**config.mk**
```make
export PLATFORM = sky130hd
export DESIGN_NAME = mme_controller
export DESIGN_NICKNAME = d
export VERILOG_FILES = /design/src/rtl/mme_pkg.sv /design/src/rtl/mme_controller.sv
export SDC_FILE = /design/constraint.sdc
export NUM_CORES = 1
export LEC_CHECK = 0
export ABC_AREA = 1
export BUFFER_PORTS_ARGS = -buffer_cell sky130_fd_sc_hd__buf_2
export CORE_MARGIN = 3
export CORE_UTILIZATION = 50
export DETAILED_ROUTE_END_ITERATION = 8
export GPL_ROUTABILITY_DRIVEN = 0
export PLACE_DENSITY = 0.77
export SYNTH_ARGS = -nofsm -noshare
export SYNTH_HDL_FRONTEND = slang
export SYNTH_SLANG_ARGS = --single-unit
```
**constraint.sdc**
```tcl
create_clock -name clk -period 5.4 [get_ports clk]
set_clock_uncertainty 0.2 [all_clocks]
set_input_delay 0.27 -clock clk [delete_from_list [all_inputs] [get_ports clk]]
set_output_delay 0.27 -clock clk [all_outputs]
set_load 0.03 [all_outputs]
```
**src/rtl/mme_pkg.sv**
```systemverilog
// Shared types and codes for the matrix multiply engine.
// No dependencies; compile first.
package mme_pkg;

	localparam int CMD_W      = 2;
	localparam int ROW_W      = 3;
	localparam int PROD_W     = 32;
	localparam int ACC_W      = 64;
	localparam int CFG_IDX_W  = 3;
	localparam int CFG_DATA_W = 4;

	// input item commands
	localparam logic [CMD_W-1:0] CMD_LOAD_A   = 2'd0;
	localparam logic [CMD_W-1:0] CMD_LOAD_B   = 2'd1;
	localparam logic [CMD_W-1:0] CMD_MULTIPLY = 2'd2;

	// configuration register indexes
	localparam logic [CFG_IDX_W-1:0] REG_A_ROWS = 3'd0;
	localparam logic [CFG_IDX_W-1:0] REG_A_COLS = 3'd1;
	localparam logic [CFG_IDX_W-1:0] REG_B_ROWS = 3'd2;
	localparam logic [CFG_IDX_W-1:0] REG_B_COLS = 3'd3;

	localparam logic [CFG_DATA_W-1:0] DIM_RESET = 4'd8;

	// controller to datapath
	typedef struct packed {
		logic             ld_a;
		logic             ld_b;
		logic             rd_en;
		logic             first;
		logic             last_k;
		logic             emit;
		logic             emit_err;
		logic             emit_last;
		logic [ROW_W-1:0] emit_row;
		logic [ROW_W-1:0] emit_col;
	} dp_cmd_t;

	// datapath to controller
	typedef struct packed {
		logic sum_done;
		logic out_free;
	} dp_stat_t;

endpackage

```
**src/rtl/mme_controller.sv**
```systemverilog
// Controller: dimension registers, command decode and the row/col/inner walk.
// Depends on mme_pkg; drives mme_datapath.
module mme_controller import mme_pkg::*; #(
	parameter int MAX_DIM = 8,
	parameter int ADDR_W  = 6
) (
	input  logic                  clk,
	input  logic                  arst_n,
	input  logic                  cfg_we,
	input  logic [CFG_IDX_W-1:0]  cfg_index,
	input  logic [CFG_DATA_W-1:0] cfg_data,
	input  logic                  in_valid,
	output logic                  in_ready,
	input  logic [CMD_W-1:0]      in_command,
	input  logic [ROW_W-1:0]      in_row,
	input  logic [ROW_W-1:0]      in_col,
	output dp_cmd_t               cmd,
	input  dp_stat_t              stat,
	output logic [ADDR_W-1:0]     rd_addr_a,
	output logic [ADDR_W-1:0]     rd_addr_b
);

	localparam int IDX_W = (MAX_DIM > 1) ? $clog2(MAX_DIM) : 1;
	localparam int CNT_W = $clog2(MAX_DIM + 1);

	typedef enum logic [1:0] {
		ST_IDLE,
		ST_ERR,
		ST_ISSUE,
		ST_WAIT
	} state_t;

	state_t                  state_q;
	logic [CFG_DATA_W-1:0]   a_rows_q, a_cols_q, b_rows_q, b_cols_q;
	logic [IDX_W-1:0]        i_q, j_q, k_q;
	logic [CNT_W-1:0]        ar, ac, br, bc;
	logic                    accept, in_range;
	logic                    i_last, j_last, k_last;
	logic [IDX_W+ROW_W-1:0]  i_ext, j_ext;

	function automatic logic [CNT_W-1:0] clamp_dim(input logic [CFG_DATA_W-1:0] d);
		if (d == '0)
			return CNT_W'(1);
		else if (int'(d) > MAX_DIM)
			return CNT_W'(MAX_DIM);
		else
			return CNT_W'(d);
	endfunction

	assign ar = clamp_dim(a_rows_q);
	assign ac = clamp_dim(a_cols_q);
	assign br = clamp_dim(b_rows_q);
	assign bc = clamp_dim(b_cols_q);

	assign in_ready = (state_q == ST_IDLE);
	assign accept   = in_valid && in_ready;
	assign in_range = (int'(in_row) < MAX_DIM) && (int'(in_col) < MAX_DIM);

	assign i_last = (CNT_W'(i_q) + CNT_W'(1)) == ar;
	assign j_last = (CNT_W'(j_q) + CNT_W'(1)) == bc;
	assign k_last = (CNT_W'(k_q) + CNT_W'(1)) == ac;

	assign i_ext = {{ROW_W{1'b0}}, i_q};
	assign j_ext = {{ROW_W{1'b0}}, j_q};

	assign rd_addr_a = ADDR_W'(int'(i_q) * MAX_DIM + int'(k_q));
	assign rd_addr_b = ADDR_W'(int'(k_q) * MAX_DIM + int'(j_q));

	always_comb begin
		cmd.ld_a      = accept && (in_command == CMD_LOAD_A) && in_range;
		cmd.ld_b      = accept && (in_command == CMD_LOAD_B) && in_range;
		cmd.rd_en     = (state_q == ST_ISSUE);
		cmd.first     = (k_q == '0);
		cmd.last_k    = k_last;
		cmd.emit      = stat.out_free &&
		                ((state_q == ST_ERR) || ((state_q == ST_WAIT) && stat.sum_done));
		cmd.emit_err  = (state_q == ST_ERR);
		cmd.emit_last = (state_q == ST_ERR) || (i_last && j_last);
		cmd.emit_row  = (state_q == ST_ERR) ? '0 : i_ext[ROW_W-1:0];
		cmd.emit_col  = (state_q == ST_ERR) ? '0 : j_ext[ROW_W-1:0];
	end

	always_ff @(posedge clk or negedge arst_n) begin
		if (!arst_n) begin
			state_q  <= ST_IDLE;
			i_q      <= '0;
			j_q      <= '0;
			k_q      <= '0;
			a_rows_q <= DIM_RESET;
			a_cols_q <= DIM_RESET;
			b_rows_q <= DIM_RESET;
			b_cols_q <= DIM_RESET;
		end else begin
			if (cfg_we) begin
				case (cfg_index)
					REG_A_ROWS: a_rows_q <= cfg_data;
					REG_A_COLS: a_cols_q <= cfg_data;
					REG_B_ROWS: b_rows_q <= cfg_data;
					REG_B_COLS: b_cols_q <= cfg_data;
					default: ;
				endcase
			end
			case (state_q)
				ST_IDLE: begin
					if (accept && (in_command == CMD_MULTIPLY)) begin
						i_q     <= '0;
						j_q     <= '0;
						k_q     <= '0;
						state_q <= (ac != br) ? ST_ERR : ST_ISSUE;
					end
				end
				ST_ERR: begin
					if (stat.out_free) state_q <= ST_IDLE;
				end
				ST_ISSUE: begin
					if (k_last) begin
						k_q     <= '0;
						state_q <= ST_WAIT;
					end else begin
						k_q <= k_q + IDX_W'(1);
					end
				end
				ST_WAIT: begin
					if (stat.sum_done && stat.out_free) begin
						if (j_last) begin
							j_q <= '0;
							if (i_last) begin
								state_q <= ST_IDLE;
							end else begin
								i_q     <= i_q + IDX_W'(1);
								state_q <= ST_ISSUE;
							end
						end else begin
							j_q     <= j_q + IDX_W'(1);
							state_q <= ST_ISSUE;
						end
					end
				end
				default: state_q <= ST_IDLE;
			endcase
		end
	end

endmodule

```
==> reports/metrics.yaml, run 1 <==
final_layout:
  drive_above_1_share: 0.233
  layout-area-overhead-vs-synth_pct: 14.7
  post-route-cell-area_um2: 2030
  core_occupancy_in_the_finished_layout: 0.632
  num-nets-final: 326
  finalNonFillerCells: 344
  antennaDiodeCount: 0
clocking:
  tritoncts: "done"
  cts_root_buf: "clkbuf_4"
  clock_sink_count: 27
  clkSlewWorstSetupHoldPaths_ns: 0.15
  clock_latency_at_the_later_pin_of_the_worst_skew_pair_ns: 0.33
  number_of_cts_inserted_buffers: 3
  clk_path_buf_depth: 2
  cts-resized-gates: 0
  ctsHtreeMaxLevel: 1
synth:
  seq_area_frac_synth: 0.385
  ffs_latches_synth: 27
  syn-instance-count: 259
  post-synth-top-area-fraction: 0.326
  postSynthAreaPerCell_um2: 6.82
  yosysTopAreaCell: "dfrtp_1"
  synth_warn: 0
  synth_enable_flop_cells: 0
  count_of_different_cell_masters_after_synthesis: 26
  synthArstFlopShare: 1.00
  post-synth-top-count-cell: "nand2_1"
  synth_nets: 284
  synthFlopType: "dfrtp_1"
  synth.top_cells.by_count: "nand2_1 (80), inv_1 (33), dfrtp_1 (23), nand3_1 (23)"
  syn-cell-area_um2: 1770
  synth.area.top_cells: "dfrtp_1 (33%), nand2_1 (17%), inv_1 (7.0%), nand3_1 (6.5%), dfstp_2 (5.9%)"
timing:
  slew-limit-headroom: 0.601
  fin_setup_tns_ns: 0
  rsz0062_at_grt: "false"
  clock.fmax_ghz: 0.408
  timing_worst_slew_pin_value_ns: 0.598
  post-route-period-util: 0.454
  final_period_minus_worst_setup_slack_ns: 2.45
  final-max-slew-violation-count: 0
  finalSetupViolCount: 0
  hold_slack_ns: 0.0487
  finalHoldViolations: 0
detailed_routing:
  drcViolationCount: 0
  detail_route.first_pass.iterations: 4
  via_count: 1640
  ant_nets: 0
  wire_per_inst_um: 10.4
  vias_per_cell: 4.77
  wl_mm: 3.58
  detail_route.iter0.violations: 157
critical_path:
  end_kind: "primary output"
  cp.required_ns: 4.93
  r2r_setup_slack_ns: 3.53
  worst_setup_path_startpoint: "j_q[0]$_DFFE_PN0P_"
  worstReg2RegStart: "j_q[0]$_DFFE_PN0P_"
  timing.critical_path.arrival_ns: 1.98
  timing.setup.critical_path_class: "flip-flop to primary output"
  critical_path_peak_fanout: 8
  worstSetupStartpointType: "flip-flop"
power_and_ir_drop:
  power_frac_clock: 0.089
  combinational_share_of_power: 0.579
  net_switching_power_uw: 532
  internal_power_uw: 477
  leakagePower_nw: 1.12
  vdd_ir_drop_max_mv: 0.187
  power_density_nw_per_um2: 498
  seq_power_share: 0.331
  switching_share: 0.527
run:
  maxCapViolCount: 0
placed_design:
  detailedPlacementHpwl_mm: 2.80
  postPlaceCellArea_um2: 1990
  port-buffer-count: 41
  dp.cells: 339
floorplanning:
  initial_utilization: 0.552
  fp.coreArea_um2: 3200
  dieArea_um2: 4280
  rows: 20
  die_width_um: 65.4
  chipHeight_um: 65.4
  num_io_pins: 48
min_path:
  worstHoldStart: "cfg_data[0]"
  hold_class: "input port to flip-flop"
global_route:
  grt_antenna_before_repair: 0
  global_route.usage.total: 0.179
  vias_in_the_first_global_route: 1434
  grt_pass1_wl_mm: 6.14
  grt_start_max_net_pins: 28
  global_route.overflow_total: 0
status:
  result_of_the_run: "finished, final reports clean"
-- power groups by stage --
stage / logic (mW) / registers (mW) / clock network (mW)
final: 0.585 / 0.334 / 0.0903
after global routing: 0.655 / 0.346 / 0.101
after CTS: 0.589 / 0.334 / 0.0913
after detailed placement: 0.586 / 0.338 / 0
after global placement: 0.578 / 0.336 / 0
after floorplan: 0.434 / 0.366 / 0
-- per-stage QoR --
stage / worst slack, ns / power, mW
floorplan: 3.24 / 0.800
global placement: 3.33 / 0.914
detailed placement: 3.33 / 0.924
CTS: 2.95 / 1.01
global route: 2.65 / 1.10
finish: 2.95 / 1.01
-- logic make-up (layout without fill, tap and decap cells) --
| family | Yosys count | count (layout) | share of synthesized area |
|---|---|---|---|
| AO/OA/AOI/OAI | 38 | 38 | 0.120 |
| XOR/XNOR | 3 | 3 | 0.0149 |
| adder cells (fa/ha/maj) | 4 | 4 | 0.0283 |
| buffers and inverters | 47 | 88 | 0.110 |
| flip-flops | 27 | 27 | 0.385 |
| AND/OR/NAND/NOR | 140 | 140 | 0.341 |
-- worst paths after layout --
| path | endpoint | cells past startpoint |
|---|---|---|
| hold reg to reg | b_rows_q[0]$_DFFE_PN0P_ | 2 |
| setup reg to reg | state_q[1]$_DFFE_PN0P_ | 11 |
| min in group asynchronous | a_cols_q[1]$_DFFE_PN0P_ | 2 |
| max in group asynchronous | k_q[0]$_DFFE_PN0P_ | 2 |
| setup / recovery | cmd[6] | 9 |
| hold / removal | b_cols_q[0]$_DFFE_PN0P_ | 3 |
-- sequential cells by signal (all words and copies together), names as in the netlist --
signal    count
j_q           3
b_cols_q      4
k_q           3
i_q           3
a_rows_q      4
state_q       2
a_cols_q      4
b_rows_q      4
-- cells in the final DEF (no fill, tap or decap) --
master	instances
a21boi_2	1
a21oi_1	3
a22oi_1	1
buf_2	41
clkbuf_1	1
clkbuf_4	3
dfrtp_1	23
dfstp_2	4
dlygate4sd3_1	1
ha_1	4
inv_1	33
inv_2	9
nand2_1	80
nand2_2	4
nand3_1	23
nand3_2	2
nand4_1	3
nor2_1	21
nor2_2	4
nor3_1	2
o21ai_0	21
o21ai_1	6
o21ai_2	1
o21bai_1	2
o22ai_1	2
o31ai_1	1
or2_4	1
xnor2_1	1
xor2_1	2
-- what timing repair did --
action	4_1_cts	5_1_grt
setup endpoints to repair	0	0
hold buffers	1	0
setup buffers	0	0
hold endpoints to repair	23	0
-- metal layers --
| layer | GRT usage | routed length (um) |
|---|---|---|
| met1 | 0.258 | 1900 |
| met3 | 0.0291 | 180 |
| met2 | 0.276 | 1460 |
| met5 | 0 | 0 |
| met4 | 0.0544 | 38 |
-- area by class of cell --
class,count,area (um2)
multi-input combinational,185,891
timing repair buffer,42,215
fill,311,1180
inverter,42,158
tap,44,55.1
clock buffer,4,26.3
sequential,27,681
-- worst max-delay path, cell delays in order, from the launching register on --
cell	delay, ns
dfrtp_1	0.48
ha_1	0.35
inv_1	0.08
nand2_1	0.06
nand2_1	0.05
nand3_1	0.10
nor2_1	0.14
nand2_1	0.10
o21ai_0	0.08
buf_2	0.22
Note: power is estimated with default switching activity, not from simulation.
==> run 2: changes to the inputs <==
==> constraint.sdc (replaced) <==
create_clock -name clk -period 2.57 [get_ports clk]
set_clock_uncertainty 0.2 [all_clocks]
set_input_delay 0.1285 -clock clk [delete_from_list [all_inputs] [get_ports clk]]
set_output_delay 0.1285 -clock clk [all_outputs]
set_load 0.03 [all_outputs]
==> reports/metrics.yaml, run 2 (synthesized netlist as in run 1, its figures left out) <==
clocking:
  cts-resized-gates: 0  # unchanged
  clock_sink_count: 27  # unchanged
  tritoncts: "done"
  clock_latency_at_the_later_pin_of_the_worst_skew_pair_ns: 0.32  # about the same
  ctsHtreeMaxLevel: 1  # unchanged
  clkSlewWorstSetupHoldPaths_ns: 0.14  # about the same
  cts_root_buf: "clkbuf_4"
  number_of_cts_inserted_buffers: 3  # unchanged
  clk_path_buf_depth: 2  # unchanged
final_layout:
  post-route-cell-area_um2: 2100  # +3.5%
  drive_above_1_share: 0.231  # -0.00206
  commonest_non_fill_non_tap_cell_in_the_layout: "nand2_1"
  layout-area-overhead-vs-synth_pct: 18.7
  fillCellCount: 297  # -4.5%
  mostFrequentLayoutCells: "nand2_1 (80), buf_2 (41), inv_1 (33)"
  core_occupancy_in_the_finished_layout: 0.655  # +0.0223
  antennaDiodeCount: 0  # unchanged
  num-nets-final: 333  # +2.1%
timing:
  slew-limit-headroom: 0.606  # +0.00489
  timing_worst_slew_pin_value_ns: 0.591  # -0.00734 ns
  final-max-slew-violation-count: 0  # unchanged
  fin_setup_tns_ns: 0  # unchanged
  finalHoldViolations: 0  # unchanged
  finalSetupViolCount: 0  # unchanged
  clock.fmax_ghz: 0.433
  rsz0062_at_grt: "false"
  final_period_minus_worst_setup_slack_ns: 2.31
  post-route-period-util: 0.899
floorplanning:
  num_io_pins: 48  # unchanged
  fp.coreArea_um2: 3200  # unchanged
  die_width_um: 65.4  # unchanged
  rows: 20  # unchanged
  chipHeight_um: 65.4  # unchanged
  dieArea_um2: 4280  # unchanged
  initial_utilization: 0.552  # unchanged
global_route:
  grt_antenna_before_repair: 0  # unchanged
  global_route.usage.total: 0.179  # +0.000195
  global_route.overflow_total: 0  # unchanged
  grt_pass1_wl_mm: 6.14  # unchanged
  vias_in_the_first_global_route: 1498  # +4.5%
  grt_start_max_net_pins: 28  # unchanged
critical_path:
  critical_path_peak_fanout: 8  # unchanged
  slowest_delay_ns: 0.49  # about the same
  timing.setup.critical_path_class: "flip-flop to primary output"
  worstSetupStartpointType: "flip-flop"
  worstPathCellList: "ha_1, inv_1, nand2_1, nand3_1, nand2_1, inv_2, nand2_1, nor2_1, nand2_1, o21ai_0, buf_2"
  worst_path_max_delay_cell: "dfrtp_1"
  cp.required_ns: 2.24  # -2.69 ns
  end_kind: "primary output"
  timing.critical_path.arrival_ns: 1.98  # about the same
  path_common_cell: "nand2_1"
detailed_routing:
  detail_route.first_pass.iterations: 4  # unchanged
  ant_nets: 0  # unchanged
  wire_per_inst_um: 10.2  # -1.9%
  vias_per_cell: 4.81  # +0.81%
  detail_route.iter0.violations: 64  # -59%
  wl_mm: 3.58  # about the same
  drcViolationCount: 0  # unchanged
  via_count: 1687  # +2.9%
power_and_ir_drop:
  power_frac_clock: 0.085  # -0.004
  power_density_nw_per_um2: 1010  # +100%
  combinational_share_of_power: 0.583  # +0.004
  leakagePower_nw: 1.15  # +2.8%
  seq_power_share: 0.332  # about the same
  internal_power_mw: 1.01  # +110%
  switching_share: 0.524  # -0.00327
  vdd_ir_drop_max_mv: 0.499  # +170%
  net_switching_power_mw: 1.11  # +110%
min_path:
  hold_class: "input port to flip-flop"
status:
  result_of_the_run: "finished, final reports clean"
placed_design:
  postPlaceCellArea_um2: 1990  # unchanged
  port-buffer-count: 41  # unchanged
  detailedPlacementHpwl_mm: 2.78  # -0.60%
run:
  maxCapViolCount: 0  # unchanged
run 2: metrics by stage:
step | power, mW | worst slack [ns] | hold slack (ns) | instances
after global routing | 2.32 | 0.0955 | 0.0314 | 351
after CTS | 2.14 | 0.259 | 0.00279 | 351
after floorplan | 1.68 | 0.552 | -0.367 | 259
after global placement | 1.92 | 0.680 | -0.0254 | 339
final | 2.12 | 0.260 | 0.0186 | 351
after detailed placement | 1.94 | 0.654 | -0.0228 | 339
run 2: critical path: cells and delay by family, from the launching register on:
| family | cells | cell delay, ns |
|---|---|---|
| fa+ha+maj | 1 | 0.27 |
| simple gates | 6 | 0.50 |
| flops | 1 | 0.49 |
| compound gates | 1 | 0.07 |
| buf+inv | 3 | 0.33 |
run 2: worst paths after layout:
kind	start	endpoint	slack (ns)	cells past startpoint
hold reg to reg	b_rows_q[0]$_DFFE_PN0P_	b_rows_q[0]$_DFFE_PN0P_	0.30	2
hold / removal	cfg_index[0]	a_cols_q[3]$_DFFE_PN1P_	0.02	3
max in group asynchronous	arst_n	k_q[2]$_DFFE_PN0P_	1.66	2
min in group asynchronous	arst_n	a_cols_q[1]$_DFFE_PN0P_	0.12	2
setup reg to reg	j_q[0]$_DFFE_PN0P_	i_q[0]$_DFFE_PN0P_	0.64	11
setup / recovery	j_q[0]$_DFFE_PN0P_	cmd[6]	0.26	11
run 2: power by group through the flow:
stage / combinational, mW / sequential, mW / clock (mW)
final: 1.24 / 0.703 / 0.180
after global routing: 1.38 / 0.729 / 0.206
after CTS: 1.25 / 0.703 / 0.193
after detailed placement: 1.23 / 0.711 / 0
after global placement: 1.21 / 0.707 / 0
after floorplan: 0.912 / 0.768 / 0
run 2: cell type report:
cell class / instances / area, um2 / share of cell area
Clock buffer: 3 / 22.5 / 0.0107
Clock inverter: 1 / 5.00 / 0.00239
Multi-Input combinational cell: 185 / 891 / 0.425
Tap cell: 44 / 55.1 / 0.0263
Inverter: 42 / 158 / 0.0752
Timing Repair Buffer: 49 / 285 / 0.136
Sequential cell: 27 / 681 / 0.325
run 2: repair_timing:
action                    in CTS  in global routing
buffers inserted               0                  0
hold buffers                   8                  0
hold endpoints to repair      45                  0
run 2: layer usage:
layer	vias up	part of all wire	track usage
li1	921	-	-
met1	724	0.51	0.236
met2	40	0.43	0.303
met3	2	0.054	0.0376
met4	0	0.0070	0.0389
met5	-	0	0
